==> src/rtl/ibsb_pkg.sv <==
// shared constants, types and register codes of the ibus to sbus converter
package ibsb_pkg;

   // frame geometry
   localparam int FRAME_BYTES = 32;
   localparam int CHANNELS    = 14;
   localparam int SBUS_BYTES  = 23;
   localparam int SBUS_CHANS  = 16;
   localparam int CHAN_BITS   = 11;

   localparam int ADDR_W    = $clog2(FRAME_BYTES);
   localparam int CHAN_W    = $clog2(SBUS_CHANS);
   localparam int IDX_W     = 5;
   localparam int ACC_W     = CHAN_BITS + 7;
   localparam int ACC_CNT_W = 5;
   localparam int PROD_W    = 30;

   // byte positions inside the ibus frame
   localparam logic [ADDR_W-1:0] CMD_POS    = ADDR_W'(1);
   localparam logic [ADDR_W-1:0] SUM_LO_POS = ADDR_W'(FRAME_BYTES - 2);
   localparam logic [ADDR_W-1:0] LAST_POS   = ADDR_W'(FRAME_BYTES - 1);

   localparam logic [CHAN_W-1:0] LAST_CHAN  = CHAN_W'(SBUS_CHANS - 1);
   localparam logic [CHAN_W-1:0] USED_CHANS = CHAN_W'(CHANNELS);

   localparam logic [7:0]  START_BYTE = 8'h20;
   localparam logic [7:0]  CMD_BYTE   = 8'h40;
   localparam logic [15:0] SUM_INIT   = 16'hFFFF;
   localparam logic [PROD_W:0] RND_HALF = (PROD_W + 1)'(32768);
   localparam logic [CHAN_BITS-1:0] SBUS_MAX = '1;

   // configuration port
   localparam int CSR_INDEX_W = 3;
   localparam int CSR_DATA_W  = 18;

   typedef enum logic [CSR_INDEX_W-1:0] {
      REG_CLAMP_LOW   = 3'd0,
      REG_CLAMP_HIGH  = 3'd1,
      REG_PWM_MIN     = 3'd2,
      REG_SBUS_MIN    = 3'd3,
      REG_SCALE_RATIO = 3'd4
   } ibsb_reg_type;

   localparam logic [11:0] CLAMP_LOW_RST   = 12'd885;
   localparam logic [11:0] CLAMP_HIGH_RST  = 12'd2160;
   localparam logic [11:0] PWM_MIN_RST     = 12'd988;
   localparam logic [10:0] SBUS_MIN_RST    = 11'd172;
   localparam logic [17:0] SCALE_RATIO_RST = 18'd104896;

   typedef struct packed {
      logic [11:0] clamp_low;
      logic [11:0] clamp_high;
      logic [11:0] pwm_min;
      logic [10:0] sbus_min;
      logic [17:0] scale_ratio;
   } ibsb_cfg_type;

   // controller to datapath
   typedef struct packed {
      logic              take;
      logic              rd_sel_hi;
      logic              lo_en;
      logic              clamp_en;
      logic              mul_en;
      logic              append_en;
      logic              emit_en;
      logic              tail_en;
      logic [CHAN_W-1:0] chan;
   } ibsb_cmd_type;

   // datapath to controller
   typedef struct packed {
      logic frame_good;
      logic acc_ready;
      logic out_free;
   } ibsb_status_type;

endpackage

==> src/rtl/ibsb_if.sv <==
// valid/ready channel interfaces for received bytes and sbus output words
interface ibsb_req_if;
   logic       valid;
   logic       ready;
   logic [7:0] rx_byte;
   logic       after_gap;

   modport source (output valid, rx_byte, after_gap, input ready);
   modport sink   (input valid, rx_byte, after_gap, output ready);
endinterface

interface ibsb_rsp_if;
   logic                       valid;
   logic                       ready;
   logic [7:0]                 out_byte;
   logic [ibsb_pkg::IDX_W-1:0] byte_index;
   logic                       last;

   modport source (output valid, out_byte, byte_index, last, input ready);
   modport sink   (input valid, out_byte, byte_index, last, output ready);
endinterface

==> src/rtl/ibsb_ram.sv <==
// generic single write port ram with registered read
module ibsb_ram #(
   parameter int WIDTH = 8,
   parameter int DEPTH = 32
) (
   input  logic                     clock,
   input  logic                     wr_en,
   input  logic [$clog2(DEPTH)-1:0] wr_addr,
   input  logic [WIDTH-1:0]         wr_data,
   input  logic [$clog2(DEPTH)-1:0] rd_addr,
   output logic [WIDTH-1:0]         rd_data
);

   logic [WIDTH-1:0] mem_ff [DEPTH];

   always_ff @(posedge clock) begin
      if (wr_en) begin
         mem_ff[wr_addr] <= wr_data;
      end
      rd_data <= mem_ff[rd_addr];
   end

endmodule

==> src/rtl/ibsb_csr.sv <==
// configuration registers of the converter
module ibsb_csr (
   input  logic                               clock,
   input  logic                               reset,
   input  logic                               wr_en,
   input  logic [ibsb_pkg::CSR_INDEX_W-1:0]   index,
   input  logic [ibsb_pkg::CSR_DATA_W-1:0]    wr_data,
   output ibsb_pkg::ibsb_cfg_type             cfg
);
   import ibsb_pkg::*;

   ibsb_cfg_type cfg_ff;
   ibsb_cfg_type cfg_in;

   always_comb begin
      cfg_in = cfg_ff;
      if (wr_en) begin
         unique case (ibsb_reg_type'(index))
            REG_CLAMP_LOW:   cfg_in.clamp_low   = wr_data[11:0];
            REG_CLAMP_HIGH:  cfg_in.clamp_high  = wr_data[11:0];
            REG_PWM_MIN:     cfg_in.pwm_min     = wr_data[11:0];
            REG_SBUS_MIN:    cfg_in.sbus_min    = wr_data[10:0];
            REG_SCALE_RATIO: cfg_in.scale_ratio = wr_data[17:0];
            default:         cfg_in = cfg_ff;
         endcase
      end
   end

   always_ff @(posedge clock) begin
      if (reset) begin
         cfg_ff.clamp_low   <= CLAMP_LOW_RST;
         cfg_ff.clamp_high  <= CLAMP_HIGH_RST;
         cfg_ff.pwm_min     <= PWM_MIN_RST;
         cfg_ff.sbus_min    <= SBUS_MIN_RST;
         cfg_ff.scale_ratio <= SCALE_RATIO_RST;
      end else begin
         cfg_ff <= cfg_in;
      end
   end

   assign cfg = cfg_ff;

endmodule

==> src/rtl/ibsb_ctrl.sv <==
// sequencing state machine: receive, per channel convert, pack and emit
module ibsb_ctrl (
   input  logic                       clock,
   input  logic                       reset,
   input  logic                       req_valid,
   output logic                       req_ready,
   input  ibsb_pkg::ibsb_status_type  status,
   output ibsb_pkg::ibsb_cmd_type     cmd
);
   import ibsb_pkg::*;

   typedef enum logic [7:0] {
      S_RECV  = 8'b0000_0001,
      S_RD_LO = 8'b0000_0010,
      S_RD_HI = 8'b0000_0100,
      S_CLAMP = 8'b0000_1000,
      S_MUL   = 8'b0001_0000,
      S_SCALE = 8'b0010_0000,
      S_EMIT  = 8'b0100_0000,
      S_TAIL  = 8'b1000_0000
   } state_type;

   state_type         state_ff, state_in;
   logic [CHAN_W-1:0] chan_ff, chan_in;

   always_comb begin
      state_in      = state_ff;
      chan_in       = chan_ff;
      cmd           = '0;
      cmd.chan      = chan_ff;
      req_ready     = 1'b0;
      unique case (state_ff)
         S_RECV: begin
            req_ready = 1'b1;
            cmd.take  = req_valid;
            if (status.frame_good) begin
               chan_in  = '0;
               state_in = S_RD_LO;
            end
         end
         S_RD_LO: begin
            state_in = S_RD_HI;
         end
         S_RD_HI: begin
            cmd.rd_sel_hi = 1'b1;
            cmd.lo_en     = 1'b1;
            state_in      = S_CLAMP;
         end
         S_CLAMP: begin
            cmd.clamp_en = 1'b1;
            state_in     = S_MUL;
         end
         S_MUL: begin
            cmd.mul_en = 1'b1;
            state_in   = S_SCALE;
         end
         S_SCALE: begin
            cmd.append_en = 1'b1;
            state_in      = S_EMIT;
         end
         S_EMIT: begin
            if (status.acc_ready) begin
               cmd.emit_en = status.out_free;
            end else if (chan_ff == LAST_CHAN) begin
               state_in = S_TAIL;
            end else begin
               chan_in = chan_ff + CHAN_W'(1);
               // unused channels skip the reads and pack as zero
               state_in = (chan_in < USED_CHANS) ? S_RD_LO : S_SCALE;
            end
         end
         S_TAIL: begin
            cmd.tail_en = status.out_free;
            if (status.out_free) begin
               state_in = S_RECV;
            end
         end
         default: begin
            state_in = S_RECV;
         end
      endcase
   end

   always_ff @(posedge clock) begin
      if (reset) begin
         state_ff <= S_RECV;
         chan_ff  <= '0;
      end else begin
         state_ff <= state_in;
         chan_ff  <= chan_in;
      end
   end

endmodule

==> src/rtl/ibsb_dpath.sv <==
// frame capture, checksum, channel conversion, bit packing and output word register
module ibsb_dpath (
   input  logic                        clock,
   input  logic                        reset,
   input  ibsb_pkg::ibsb_cmd_type      cmd,
   output ibsb_pkg::ibsb_status_type   status,
   input  ibsb_pkg::ibsb_cfg_type      cfg,
   input  logic [7:0]                  rx_byte,
   input  logic                        after_gap,
   output logic                        rsp_valid,
   input  logic                        rsp_ready,
   output logic [7:0]                  out_byte,
   output logic [ibsb_pkg::IDX_W-1:0]  byte_index,
   output logic                        last
);
   import ibsb_pkg::*;

   // receive side
   logic              in_frame_ff, in_frame_in;
   logic [ADDR_W-1:0] cnt_ff, cnt_in;
   logic [15:0]       sum_ff, sum_in;
   logic              cmd_ok_ff, cmd_ok_in;
   logic [7:0]        sum_lo_ff, sum_lo_in;
   logic              gap_frame;
   logic [ADDR_W-1:0] pos;
   logic [15:0]       run_sum;
   logic              frame_good;
   logic              wr_en;
   logic [ADDR_W-1:0] rd_addr;
   logic [7:0]        rd_data;

   // conversion
   logic [7:0]           lo_ff;
   logic [15:0]          p, p_lo, p_hi;
   logic [11:0]          pc, d;
   logic [11:0]          d_ff;
   logic [PROD_W-1:0]    prod_ff;
   logic [PROD_W:0]      rnd;
   logic [15:0]          tot;
   logic [CHAN_BITS-1:0] chan_val;

   // packing and output
   logic [ACC_W-1:0]     acc_ff, acc_in;
   logic [ACC_CNT_W-1:0] acc_cnt_ff, acc_cnt_in;
   logic [IDX_W-1:0]     idx_ff, idx_in;
   logic                 rsp_valid_ff, rsp_valid_in;
   logic [7:0]           out_byte_ff;
   logic [IDX_W-1:0]     byte_index_ff;
   logic                 last_ff;
   logic                 load;

   always_comb begin
      in_frame_in = in_frame_ff;
      cnt_in      = cnt_ff;
      sum_in      = sum_ff;
      cmd_ok_in   = cmd_ok_ff;
      sum_lo_in   = sum_lo_ff;
      wr_en       = 1'b0;
      frame_good  = 1'b0;
      gap_frame   = in_frame_ff;
      pos         = cnt_ff;
      run_sum     = sum_ff;
      if (cmd.take) begin
         if (after_gap) begin
            gap_frame = (rx_byte == START_BYTE);
            pos       = '0;
            if (rx_byte == START_BYTE) begin
               run_sum = SUM_INIT;
            end
         end
         sum_in = run_sum;
         if (gap_frame) begin
            wr_en = 1'b1;
            if (pos < SUM_LO_POS) begin
               sum_in = run_sum - {8'd0, rx_byte};
            end
            if (pos == CMD_POS) begin
               cmd_ok_in = (rx_byte == CMD_BYTE);
            end
            if (pos == SUM_LO_POS) begin
               sum_lo_in = rx_byte;
            end
            if (pos == LAST_POS) begin
               in_frame_in = 1'b0;
               cnt_in      = '0;
               frame_good  = cmd_ok_ff && (run_sum == {rx_byte, sum_lo_ff});
            end else begin
               in_frame_in = 1'b1;
               cnt_in      = pos + ADDR_W'(1);
            end
         end else begin
            in_frame_in = 1'b0;
            cnt_in      = '0;
         end
      end
   end

   // channel i sits at bytes 2+2i (low) and 3+2i (high)
   assign rd_addr = ADDR_W'({cmd.chan, cmd.rd_sel_hi}) + ADDR_W'(2);

   ibsb_ram #(
      .WIDTH (8),
      .DEPTH (FRAME_BYTES)
   ) u_frame_ram (
      .clock   (clock),
      .wr_en   (wr_en),
      .wr_addr (pos),
      .wr_data (rx_byte),
      .rd_addr (rd_addr),
      .rd_data (rd_data)
   );

   // clamp low first, then high, so clamp_high wins when the limits cross
   always_comb begin
      p    = {rd_data, lo_ff};
      p_lo = (p < 16'(cfg.clamp_low)) ? 16'(cfg.clamp_low) : p;
      p_hi = (p_lo > 16'(cfg.clamp_high)) ? 16'(cfg.clamp_high) : p_lo;
      pc   = p_hi[11:0];
      d    = (pc >= cfg.pwm_min) ? (pc - cfg.pwm_min) : '0;
   end

   // round half up, add offset, saturate to 11 bits; unused channels give zero
   always_comb begin
      rnd = {1'b0, prod_ff} + RND_HALF;
      tot = {1'b0, rnd[PROD_W:16]} + 16'(cfg.sbus_min);
      if (cmd.chan >= USED_CHANS) begin
         chan_val = '0;
      end else if (tot > 16'(SBUS_MAX)) begin
         chan_val = SBUS_MAX;
      end else begin
         chan_val = tot[CHAN_BITS-1:0];
      end
   end

   assign load = cmd.emit_en | cmd.tail_en;

   always_comb begin
      acc_in     = acc_ff;
      acc_cnt_in = acc_cnt_ff;
      idx_in     = idx_ff;
      if (frame_good) begin
         acc_in     = '0;
         acc_cnt_in = '0;
         idx_in     = '0;
      end else if (cmd.append_en) begin
         acc_in     = acc_ff | (ACC_W'(chan_val) << acc_cnt_ff);
         acc_cnt_in = acc_cnt_ff + ACC_CNT_W'(CHAN_BITS);
      end else if (cmd.emit_en) begin
         acc_in     = acc_ff >> 8;
         acc_cnt_in = acc_cnt_ff - ACC_CNT_W'(8);
      end
      if (load) begin
         idx_in = idx_ff + IDX_W'(1);
      end
      if (load) begin
         rsp_valid_in = 1'b1;
      end else if (rsp_ready) begin
         rsp_valid_in = 1'b0;
      end else begin
         rsp_valid_in = rsp_valid_ff;
      end
   end

   always_ff @(posedge clock) begin
      if (reset) begin
         in_frame_ff  <= 1'b0;
         cnt_ff       <= '0;
         sum_ff       <= SUM_INIT;
         acc_cnt_ff   <= '0;
         idx_ff       <= '0;
         rsp_valid_ff <= 1'b0;
      end else begin
         in_frame_ff  <= in_frame_in;
         cnt_ff       <= cnt_in;
         sum_ff       <= sum_in;
         acc_cnt_ff   <= acc_cnt_in;
         idx_ff       <= idx_in;
         rsp_valid_ff <= rsp_valid_in;
      end
   end

   always_ff @(posedge clock) begin
      cmd_ok_ff <= cmd_ok_in;
      sum_lo_ff <= sum_lo_in;
      acc_ff    <= acc_in;
      if (cmd.lo_en) begin
         lo_ff <= rd_data;
      end
      if (cmd.clamp_en) begin
         d_ff <= d;
      end
      if (cmd.mul_en) begin
         prod_ff <= PROD_W'(d_ff) * PROD_W'(cfg.scale_ratio);
      end
      if (load) begin
         out_byte_ff   <= cmd.tail_en ? 8'd0 : acc_ff[7:0];
         byte_index_ff <= idx_ff;
         last_ff       <= cmd.tail_en;
      end
   end

   assign status.frame_good = frame_good;
   assign status.acc_ready  = (acc_cnt_ff >= ACC_CNT_W'(8));
   assign status.out_free   = ~rsp_valid_ff | rsp_ready;

   assign rsp_valid  = rsp_valid_ff;
   assign out_byte   = out_byte_ff;
   assign byte_index = byte_index_ff;
   assign last       = last_ff;

endmodule

==> src/rtl/ibus_frame_to_sbus_converter_unit.sv <==
// top level of the ibus frame to sbus converter
//
// Takes received serial bytes, one word per handshake, each flagged when it
// follows a silent line gap. A gap word of 0x20 opens a 32-byte ibus frame;
// any other gap word drops a frame in progress. A frame is kept only when
// byte 1 is 0x40 and the checksum (0xFFFF minus bytes 0 to 29) matches bytes
// 30 and 31; bad frames vanish without output. For a good frame the 14
// channels are clamped to clamp_low..clamp_high, reduced by pwm_min, scaled by
// scale_ratio (16 fraction bits, rounded half up), offset by sbus_min and
// saturated to 11 bits, then packed lsb first into 23 sbus words (channels 14
// and 15 zero, word 22 zero and flagged last). Every received byte is taken
// while the sequencer waits in its receive state. After the last byte of a good
// frame, req_chan.ready stays low while the frame is converted: each of the 14
// used channels passes in turn through the frame ram's single read port, clamp,
// multiplier and round stages, the two unused channels skip the reads and pack
// as zero, each packed word is emitted as soon as eight bits are gathered, and a
// zero tail word ends the frame; a stalled output holds the sequencer. One
// output word register decouples the sink.
// Configuration writes take effect the cycle after csr_wr_en and should be
// made only while no frame is being converted.
module ibus_frame_to_sbus_converter_unit (
   input  logic                              clock,
   input  logic                              reset,
   ibsb_req_if.sink                          req_chan,
   ibsb_rsp_if.source                        rsp_chan,
   input  logic                              csr_wr_en,
   input  logic [ibsb_pkg::CSR_INDEX_W-1:0]  csr_index,
   input  logic [ibsb_pkg::CSR_DATA_W-1:0]   csr_wr_data
);
   import ibsb_pkg::*;

   ibsb_cfg_type    cfg;
   ibsb_cmd_type    cmd;
   ibsb_status_type status;

   // register file, reset to the stock clamp and scale values
   ibsb_csr u_csr (
      .clock   (clock),
      .reset   (reset),
      .wr_en   (csr_wr_en),
      .index   (csr_index),
      .wr_data (csr_wr_data),
      .cfg     (cfg)
   );

   // sequencer: owns the input handshake and the channel counter
   ibsb_ctrl u_ctrl (
      .clock     (clock),
      .reset     (reset),
      .req_valid (req_chan.valid),
      .req_ready (req_chan.ready),
      .status    (status),
      .cmd       (cmd)
   );

   // frame ram, checksum, channel math, bit packer and output register
   ibsb_dpath u_dpath (
      .clock      (clock),
      .reset      (reset),
      .cmd        (cmd),
      .status     (status),
      .cfg        (cfg),
      .rx_byte    (req_chan.rx_byte),
      .after_gap  (req_chan.after_gap),
      .rsp_valid  (rsp_chan.valid),
      .rsp_ready  (rsp_chan.ready),
      .out_byte   (rsp_chan.out_byte),
      .byte_index (rsp_chan.byte_index),
      .last       (rsp_chan.last)
   );

endmodule

==> src/flat_wrapper.sv <==
// flat-port wrapper written by rule: the top's interface ports become plain ports
module ibus_frame_to_sbus_converter_unit_flat import ibsb_pkg::*;
  (clock, reset, csr_wr_en, csr_index, csr_wr_data, req_chan_valid, req_chan_rx_byte, req_chan_after_gap, req_chan_ready, rsp_chan_valid, rsp_chan_out_byte, rsp_chan_byte_index, rsp_chan_last, rsp_chan_ready);
  ibsb_req_if req_chan_i ();
  ibsb_rsp_if rsp_chan_i ();
  input  logic clock;
  input  logic reset;
  input  logic csr_wr_en;
  input  logic [ibsb_pkg::CSR_INDEX_W-1:0] csr_index;
  input  logic [ibsb_pkg::CSR_DATA_W-1:0] csr_wr_data;
  input wire logic [$bits(req_chan_i.valid)-1:0] req_chan_valid;
  input wire logic [$bits(req_chan_i.rx_byte)-1:0] req_chan_rx_byte;
  input wire logic [$bits(req_chan_i.after_gap)-1:0] req_chan_after_gap;
  output wire logic [$bits(req_chan_i.ready)-1:0] req_chan_ready;
  output wire logic [$bits(rsp_chan_i.valid)-1:0] rsp_chan_valid;
  output wire logic [$bits(rsp_chan_i.out_byte)-1:0] rsp_chan_out_byte;
  output wire logic [$bits(rsp_chan_i.byte_index)-1:0] rsp_chan_byte_index;
  output wire logic [$bits(rsp_chan_i.last)-1:0] rsp_chan_last;
  input wire logic [$bits(rsp_chan_i.ready)-1:0] rsp_chan_ready;
  assign req_chan_i.valid = req_chan_valid;
  assign req_chan_i.rx_byte = req_chan_rx_byte;
  assign req_chan_i.after_gap = req_chan_after_gap;
  assign req_chan_ready = req_chan_i.ready;
  assign rsp_chan_valid = rsp_chan_i.valid;
  assign rsp_chan_out_byte = rsp_chan_i.out_byte;
  assign rsp_chan_byte_index = rsp_chan_i.byte_index;
  assign rsp_chan_last = rsp_chan_i.last;
  assign rsp_chan_i.ready = rsp_chan_ready;
  ibus_frame_to_sbus_converter_unit u_core (.clock(clock), .reset(reset), .req_chan(req_chan_i), .rsp_chan(rsp_chan_i), .csr_wr_en(csr_wr_en), .csr_index(csr_index), .csr_wr_data(csr_wr_data));
endmodule
==> config.mk <==
export PLATFORM = sky130hd
export DESIGN_NAME = ibus_frame_to_sbus_converter_unit_flat
export DESIGN_NICKNAME = d
export VERILOG_FILES = /design/src/rtl/ibsb_pkg.sv /design/src/rtl/ibsb_if.sv /design/src/rtl/ibsb_ram.sv /design/src/rtl/ibsb_csr.sv /design/src/rtl/ibsb_ctrl.sv /design/src/rtl/ibsb_dpath.sv /design/src/rtl/ibus_frame_to_sbus_converter_unit.sv /design/src/flat_wrapper.sv
export SDC_FILE = /design/constraint.sdc
export NUM_CORES = 1
export LEC_CHECK = 0
export ABC_AREA = 1
export BUFFER_PORTS_ARGS = -buffer_cell sky130_fd_sc_hd__buf_4
export CAP_MARGIN = 20
export CORE_MARGIN = 4
export CORE_UTILIZATION = 64
export DETAILED_ROUTE_END_ITERATION = 8
export PLACE_DENSITY_LB_ADDON = 0.08
export SLEW_MARGIN = 20
export SYNTH_ARGS = -nofsm -noshare
export SYNTH_HDL_FRONTEND = slang
export SYNTH_HIERARCHICAL = 1
export SYNTH_SLANG_ARGS = --single-unit
==> constraint.sdc <==
create_clock -name clock -period 7 [get_ports clock]
set_input_delay 1.4 -clock clock [delete_from_list [all_inputs] [get_ports clock]]
set_output_delay 1.4 -clock clock [all_outputs]
set_load 0.1 [all_outputs]
Word level (Yosys, flattened, before mapping)
Memories as Yosys holds them, arrays and structs flattened. A register that Yosys moved wholly into a read port is not among the register bits.
Index checks and enable logic that the tools add are counted.
- multiplexer cells: 52
- $lt $le $gt $ge: 8
- bitwise logic cells: 4
- $mul: 1
- shifts and indexed selects: 1
- $add $sub $neg: 10
- reductions and logical operators: 16
- equality and inequality tests: 23
- operators by type and width (cell ; number):
    $mux W16 ; 6
    $pmux W8 S8 ; 1
    $mux W5 ; 9
    $mux W18 ; 2
    $mux W8 ; 4
    $add A30 B16 Y31 const B ; 1
    $mul A12 B18 Y30 ; 1
    $mux W11 ; 2
    $mux W1 ; 21
    $or A18 B18 Y18 ; 1
    $shl A11 B5 Y18 ; 1
    $add A15 B11 Y16 ; 1
    $eq A16 B16 Y1 ; 1
    $eq A8 B6 Y1 const B ; 2
    $eq A8 B7 Y1 const B ; 2
    $gt A16 B11 Y1 const B ; 1
    $gt A16 B12 Y1 ; 1
    $lt A16 B12 Y1 ; 1
    $sub A16 B8 Y16 ; 1
    $ge A12 B12 Y1 ; 1
    $mux W12 ; 1
    $mux W4 ; 3
    $sub A12 B12 Y12 ; 1
    $add A5 B1 Y5 const B ; 2
    other kinds (33) ; 48
- output and inout bits: 16
- RAM bits: 256
- word-level logic and storage cells: 138
- register bits after elaboration: 201
- input bits: 35
- memories: 1
- memory list (memory ; words ; bits a word ; rd ports ; clocked after memory_dff ; wr ports ; line ; text):
    u_core.u_dpath.u_frame_ram.mem_ff ; 32 ; 8 ; 1 ; 1 ; 1 ; ibsb_ram.sv:14 ; logic [WIDTH-1:0] mem_ff [DEPTH];

Logic depth before layout (Yosys ltp)
- depth after elaboration: 11
- depth in mapped cells: 38
- gate-level depth less buffers: 36

By module
The synthesis kept the hierarchy.
- modules (own cells, without submodules) (module ; cells an instance ; instances ; area each (um2) ; seq. area each (um2)):
    ibsb_dpath ; 1969 ; 1 ; 14650.3 ; 2762.6
    ibsb_ram ; 922 ; 1 ; 10786.6 ; 7847.5
    ibsb_csr ; 352 ; 1 ; 2570.0 ; 1301.2
    ibsb_ctrl ; 113 ; 1 ; 773.2 ; 240.2

Worst setup path before layout
OpenSTA, ideal clock, no wires.
- path type: reg-to-reg
- from: reg u_core.u_dpath.lo_ff[1]
- to: reg u_core.u_dpath.d_ff[3], data pin
- cell stages (with the launch flop): 36
- period minus slack after synthesis: 5634 ps
- setup slack: 1366 ps
- setup time: 261 ps
- data required time: 6739 ps
- buffers on the path: 2
- arrival: 5372 ps
- cell sequence: edfxtp_1 -> ha_1 -> a21boi_0 -> o211ai_1 -> nand2_1 -> nand4_1 -> o211ai_1 -> a211o_1 -> clkbuf_1 -> nand2_1 -> o21ai_0 -> ha_1 -> a21o_1 -> a31oi_1 -> o221ai_1 -> a21oi_1 -> nor2_1 -> nor2_1 -> clkbuf_1 -> nand2_1 -> o21ai_0 -> ha_1 -> inv_1 -> fa_1 -> inv_1 -> o21ai_0 -> a21oi_1 -> inv_1 -> a21oi_1 -> inv_1 -> a31oi_1 -> o21bai_1 -> a21oi_1 -> inv_1 -> o21ai_0 -> a21oi_1
- longest elaborated chain between the ends: 5
- elaborated cells between the ends (all ways): 6
- classes of those cells: 1 x add/sub; 3 x order compare; 2 x mux
- ends and longest elaborated chain (item ; line ; text):
    start: declaration ; ibsb_dpath.sv:33 ; logic [7:0] lo_ff;
    start signal: assignment ; ibsb_dpath.sv:187 ; lo_ff <= rd_data;
    $lt A16 B12 Y1 ; ibsb_dpath.sv:116 ; p_lo = (p < 16'(cfg.clamp_low)) ? 16'(cfg.clamp_low) : p;
    $mux W16 (*) ; ibsb_dpath.sv:116 ;
    $gt A16 B12 Y1 ; ibsb_dpath.sv:117 ; p_hi = (p_lo > 16'(cfg.clamp_high)) ? 16'(cfg.clamp_high) : p_lo;
    $mux W12 (*) ; ibsb_dpath.sv:117 ;
    $sub A12 B12 Y12 / $ge A12 B12 Y1 (equally long branches) ; ibsb_dpath.sv:119 ; d = (pc >= cfg.pwm_min) ? (pc - cfg.pwm_min) : '0;
    end signal: assignment ; ibsb_dpath.sv:190 ; d_ff <= d;
    end: declaration ; ibsb_dpath.sv:36 ; logic [11:0] d_ff;
Every way passes the cells marked *; elsewhere a longest branch is shown, timed or not.
A chain may end at the register's enable or synchronous reset.

Worst setup path after layout
- from: reg u_core.u_dpath.lo_ff[1]
- to: reg u_core.u_dpath.d_ff[11], data pin
The elaborated chain is that of the path after synthesis.

==> flow_summary.rst <==
.. list-table::
   :header-rows: 1

   * - Metric
     - Value
   * - Max transition margin
     - 37.1%
   * - Port-buffer cells
     - 50
   * - Post-Place Cells
     - 3863
   * - Maximum count of clock buffers along a single path
     - 3
   * - Remaining number of nets flagged by the antenna check after routing
     - 0
   * - Post-route clock skew
     - 0.0336 ns
   * - Antenna violations before repair
     - 0
   * - Nets
     - 3646
   * - Hold violation count in the final report
     - 0
   * - Setup violators final
     - 0
   * - Setup repair after global routing missed its margin
     - false
   * - Vias in the first global route
     - 22.5k
   * - I/O Pins
     - 51
   * - Path category of the worst min-delay check
     - register to register
   * - Overall Global Routing Usage
     - 30.1%
   * - Total power
     - 6.49 mW
   * - Max-slew violation count
     - 0
   * - Ys flop type
     - sky130_fd_sc_hd__edfxtp_1
   * - Pin count of the biggest net entering global routing
     - 88
   * - Power per unit of standard cell area
     - 212 nW/um2
   * - DR vias/cell
     - 5.72
   * - Portion of total power attributed to sequential cells
     - 45.2%
   * - Type of the setup path with the least slack
     - register to register
   * - Area of the core
     - 44300 um2
   * - Result of the run
     - completed
   * - Internal power
     - 4.71 mW
   * - Number of H-tree branching levels
     - 2
   * - Cells after synthesis
     - 3356
   * - Worst-skew pair later-pin latency
     - 0.60 ns
   * - Library cell appearing most often on the critical path
     - sky130_fd_sc_hd__inv_1
   * - Highest clock frequency the design can meet
     - 156 MHz
   * - Effective utilization at floorplan
     - 64.9%
   * - Die outline area
     - 48400 um2
   * - Hold-critical path depth
     - 0
   * - Final Wtd Congestion
     - 0.956
   * - Stage delay of the slowest cell on the critical path
     - 0.50 ns
   * - Number of instances resized during post-cts repair
     - 0
   * - Count of placed standard cells in the final layout, fillers left out
     - 3952
   * - Sequential share of the synthesized area
     - 42.2%
   * - Largest vdd supply drop
     - 242 uV
   * - Utilization after layout
     - 69.2%
   * - Clock-pin slew of the registers on the worst-case setup and hold paths
     - 0.06 ns
   * - Initial DRT Pass Iterations
     - 6
   * - Hold-fix buffers at CTS
     - 0
   * - Post-CTS setup repair buffer count
     - 0
   * - Period utilization
     - 91.6%
   * - Cell with the biggest individual delay on the critical path
     - sky130_fd_sc_hd__a211o_1
   * - Required time reported for the critical path endpoint
     - 7.35 ns
   * - Number of violations of the max-capacitance limit
     - 0
   * - Layout cells sized above 1
     - 6.16%
   * - Net count after synthesis
     - 3682
   * - Routed WL per cell
     - 18.0 um
   * - Clock sinks
     - 450
   * - Synthesized cell area
     - 28800 um2
   * - DIE HEIGHT
     - 220 um
   * - Cell leakage power
     - 14.0 nW
   * - Die width
     - 220 um
   * - Setup Total Neg Slack
     - 0 ns
   * - First-pass GRT wire length
     - 115 mm
   * - Clock share of power
     - 37.7%
   * - Number of enable-type register cells in the synthesized netlist
     - 314
   * - Critical Path Sink Type
     - register
   * - Total number of yosys warnings
     - 6
   * - Remaining design rule violation count
     - 0
   * - Post-DP HPWL
     - 49.3 mm
   * - Tightest Pin Transition
     - 0.944 ns
   * - Clock buffer count from CTS
     - 47
   * - Area growth from synthesis to final layout
     - 6.60%
   * - DR vias
     - 22.6k
   * - Worst setup SP type
     - register
   * - Initial DRC count
     - 2077
   * - Mean instance size in the synthesized netlist
     - 8.58 um2
   * - Clk root buf
     - sky130_fd_sc_hd__clkbuf_16
   * - Num rows
     - 77
   * - Switching fraction of total power
     - 27.5%
   * - Worst reg2reg path depth
     - 32
   * - Final Critical Period
     - 6.41 ns
   * - Switching component of the power
     - 1.79 mW
   * - Seq cells post-synth
     - 450
   * - Maximum fanout count along the critical path
     - 24
   * - Post-synth ARST share
     - 0%
   * - Portion of total power attributed to combinational logic
     - 17.1%
   * - CP arrival
     - 6.76 ns
   * - Total Routed Length
     - 71.3 mm
   * - CTS tree
     - yes
   * - GRT Residual Overflow
     - 0
   * - Cell variety after synth
     - 59
-- registers in the layout, summed over array words and instances, names as in the netlist --
| signal | flops |
|---|---|
| u_core/u_dpath/in_frame_ff | 1 |
| u_core/u_dpath/sum_ff | 16 |
| u_core/u_dpath/last | 1 |
| u_core/u_dpath/idx_ff | 5 |
| u_core/u_dpath/cnt_ff | 5 |
| u_core/u_dpath/acc_cnt_ff | 5 |
| u_core/u_dpath/out_byte | 8 |
| u_core/u_dpath/cmd_ok_ff | 1 |
| u_core/u_dpath/d_ff | 12 |
| u_core/u_ctrl/chan_ff | 4 |
| u_core/u_ctrl/state_ff | 8 |
| u_core/u_dpath/rsp_valid | 1 |
| u_core/u_dpath/u_frame_ram/mem_ff | 256 |
| u_core/u_csr/cfg | 65 |
| u_core/u_dpath/prod_ff | 15 |
| u_core/u_dpath/lo_ff | 8 |
| u_core/u_dpath/sum_lo_ff | 8 |
| u_core/u_dpath/acc_ff | 18 |
| u_core/u_dpath/u_frame_ram/rd_data | 8 |
| u_core/u_dpath/byte_index | 5 |
-- layout make-up --
class | count | area (um2)
clock inverters | 28 | 253
repair buffers | 65 | 488
clock buffers | 60 | 1270
multi-input cells | 2304 | 14100
inverters | 452 | 1710
flip-flops and latches | 450 | 12200
diodes | 1 | 2.50
well taps | 592 | 741
fillers | 3518 | 13600
-- power groups by stage --
stage | Clock [mW] | Combinational (mW) | Sequential, mW
final | 2.45 | 1.11 | 2.93
after floorplan | 0 | 0.793 | 2.97
after CTS | 2.49 | 1.10 | 2.93
after global routing | 2.62 | 1.24 | 2.93
after global placement | 0 | 1.07 | 2.99
after detailed placement | 0 | 1.09 | 2.99
-- cell usage after synthesis, types with 3 or more instances --
library cell	number	area, um2
sky130_fd_sc_hd__nor2_4	9	101
sky130_fd_sc_hd__nand3b_1	4	30.0
sky130_fd_sc_hd__nor3_1	18	90.1
sky130_fd_sc_hd__nor2_2	13	81.3
sky130_fd_sc_hd__clkbuf_1	71	267
sky130_fd_sc_hd__edfxtp_1	314	9430
sky130_fd_sc_hd__nand2_4	6	67.6
sky130_fd_sc_hd__fa_1	162	3240
sky130_fd_sc_hd__nand3_1	376	1880
sky130_fd_sc_hd__a31oi_1	8	50.1
sky130_fd_sc_hd__o21ai_0	91	455
sky130_fd_sc_hd__o211ai_1	11	82.6
sky130_fd_sc_hd__nor4_1	5	31.3
sky130_fd_sc_hd__clkinv_1	3	11.3
sky130_fd_sc_hd__o31ai_1	3	22.5
sky130_fd_sc_hd__nand2_1	966	3630
sky130_fd_sc_hd__buf_1	6	22.5
sky130_fd_sc_hd__a21oi_1	120	601
sky130_fd_sc_hd__inv_1	440	1650
sky130_fd_sc_hd__xnor2_1	17	149
sky130_fd_sc_hd__inv_2	7	26.3
sky130_fd_sc_hd__buf_4	11	82.6
sky130_fd_sc_hd__buf_6	29	327
sky130_fd_sc_hd__xor2_1	46	403
sky130_fd_sc_hd__nand3_2	8	80.1
sky130_fd_sc_hd__ha_1	129	1610
sky130_fd_sc_hd__nand4_1	18	113
sky130_fd_sc_hd__nand2_2	4	25.0
sky130_fd_sc_hd__o21bai_1	8	60.1
sky130_fd_sc_hd__or2_2	10	62.6
sky130_fd_sc_hd__buf_2	32	160
sky130_fd_sc_hd__o21ai_1	7	35.0
sky130_fd_sc_hd__nor2_1	235	882
sky130_fd_sc_hd__a211oi_1	3	22.5
sky130_fd_sc_hd__dfxtp_1	136	2720
-- final timing paths --
check                            from  slack, ns                            to
max           u_core/u_dpath/lo_ff[1]       0.59       u_core/u_dpath/d_ff[11]
min          u_core/u_dpath/idx_ff[3]       0.47  u_core/u_dpath/byte_index[3]
max reg2reg   u_core/u_dpath/lo_ff[1]       0.59       u_core/u_dpath/d_ff[11]
min reg2reg  u_core/u_dpath/idx_ff[3]       0.47  u_core/u_dpath/byte_index[3]
-- routing by layer --
metal | global-route usage [%] | wire length, um | vias up
li1 | - | - | 10700
met1 | 39.3 | 29000 | 10900
met2 | 50.9 | 34700 | 824
met3 | 4.74 | 4970 | 172
met4 | 11.2 | 2610 | 0
met5 | 0 | 0 | -
-- cell families after synthesis --
kind of cell	count (synthesis)	synth area share (%)
adder cells (fa/ha/maj)	291	16.9
XOR/XNOR	63	1.92
AO/OA/AOI/OAI	268	5.10
AND/OR/NAND/NOR	1682	24.9
buffers and inverters	602	8.95
flip-flops	450	42.2
-- per-stage QoR --
| stage | cell area, um2 | hold slack [ns] | setup WS [ns] |
|---|---|---|---|
| CTS | 30700 | 0.462 | 0.636 |
| floorplan | 28800 | 0.409 | 1.37 |
| finish | 30700 | 0.469 | 0.591 |
| global route | 30700 | 0.478 | 0.167 |
| global placement | 29100 | 0.426 | 0.783 |
| detailed placement | 29100 | 0.446 | 0.682 |
-- critical path: cells and delay by family (launching register included) --
kind	cells	cell delay, ns
compound gates	18	3.43
fa+ha+maj	4	1.18
simple gates	5	0.68
buf+inv	5	0.46
flops	1	0.39
-- layout by cell type, fill, tap and decap left out, types with 17 or more instances in the layout --
cell and instances:
sky130_fd_sc_hd__xor2_1 46, sky130_fd_sc_hd__a21oi_1 119, sky130_fd_sc_hd__dfxtp_1 136, sky130_fd_sc_hd__nand2_1 966, sky130_fd_sc_hd__o21ai_0 91, sky130_fd_sc_hd__nand4_1 18, sky130_fd_sc_hd__nand3_1 376, sky130_fd_sc_hd__edfxtp_1 314
sky130_fd_sc_hd__nor3_1 17, sky130_fd_sc_hd__inv_1 436, sky130_fd_sc_hd__ha_1 129, sky130_fd_sc_hd__buf_4 65, sky130_fd_sc_hd__nor2_1 234, sky130_fd_sc_hd__fa_1 162, sky130_fd_sc_hd__xnor2_1 17, sky130_fd_sc_hd__clkbuf_16 48
(Power assumes the default switching activity.)
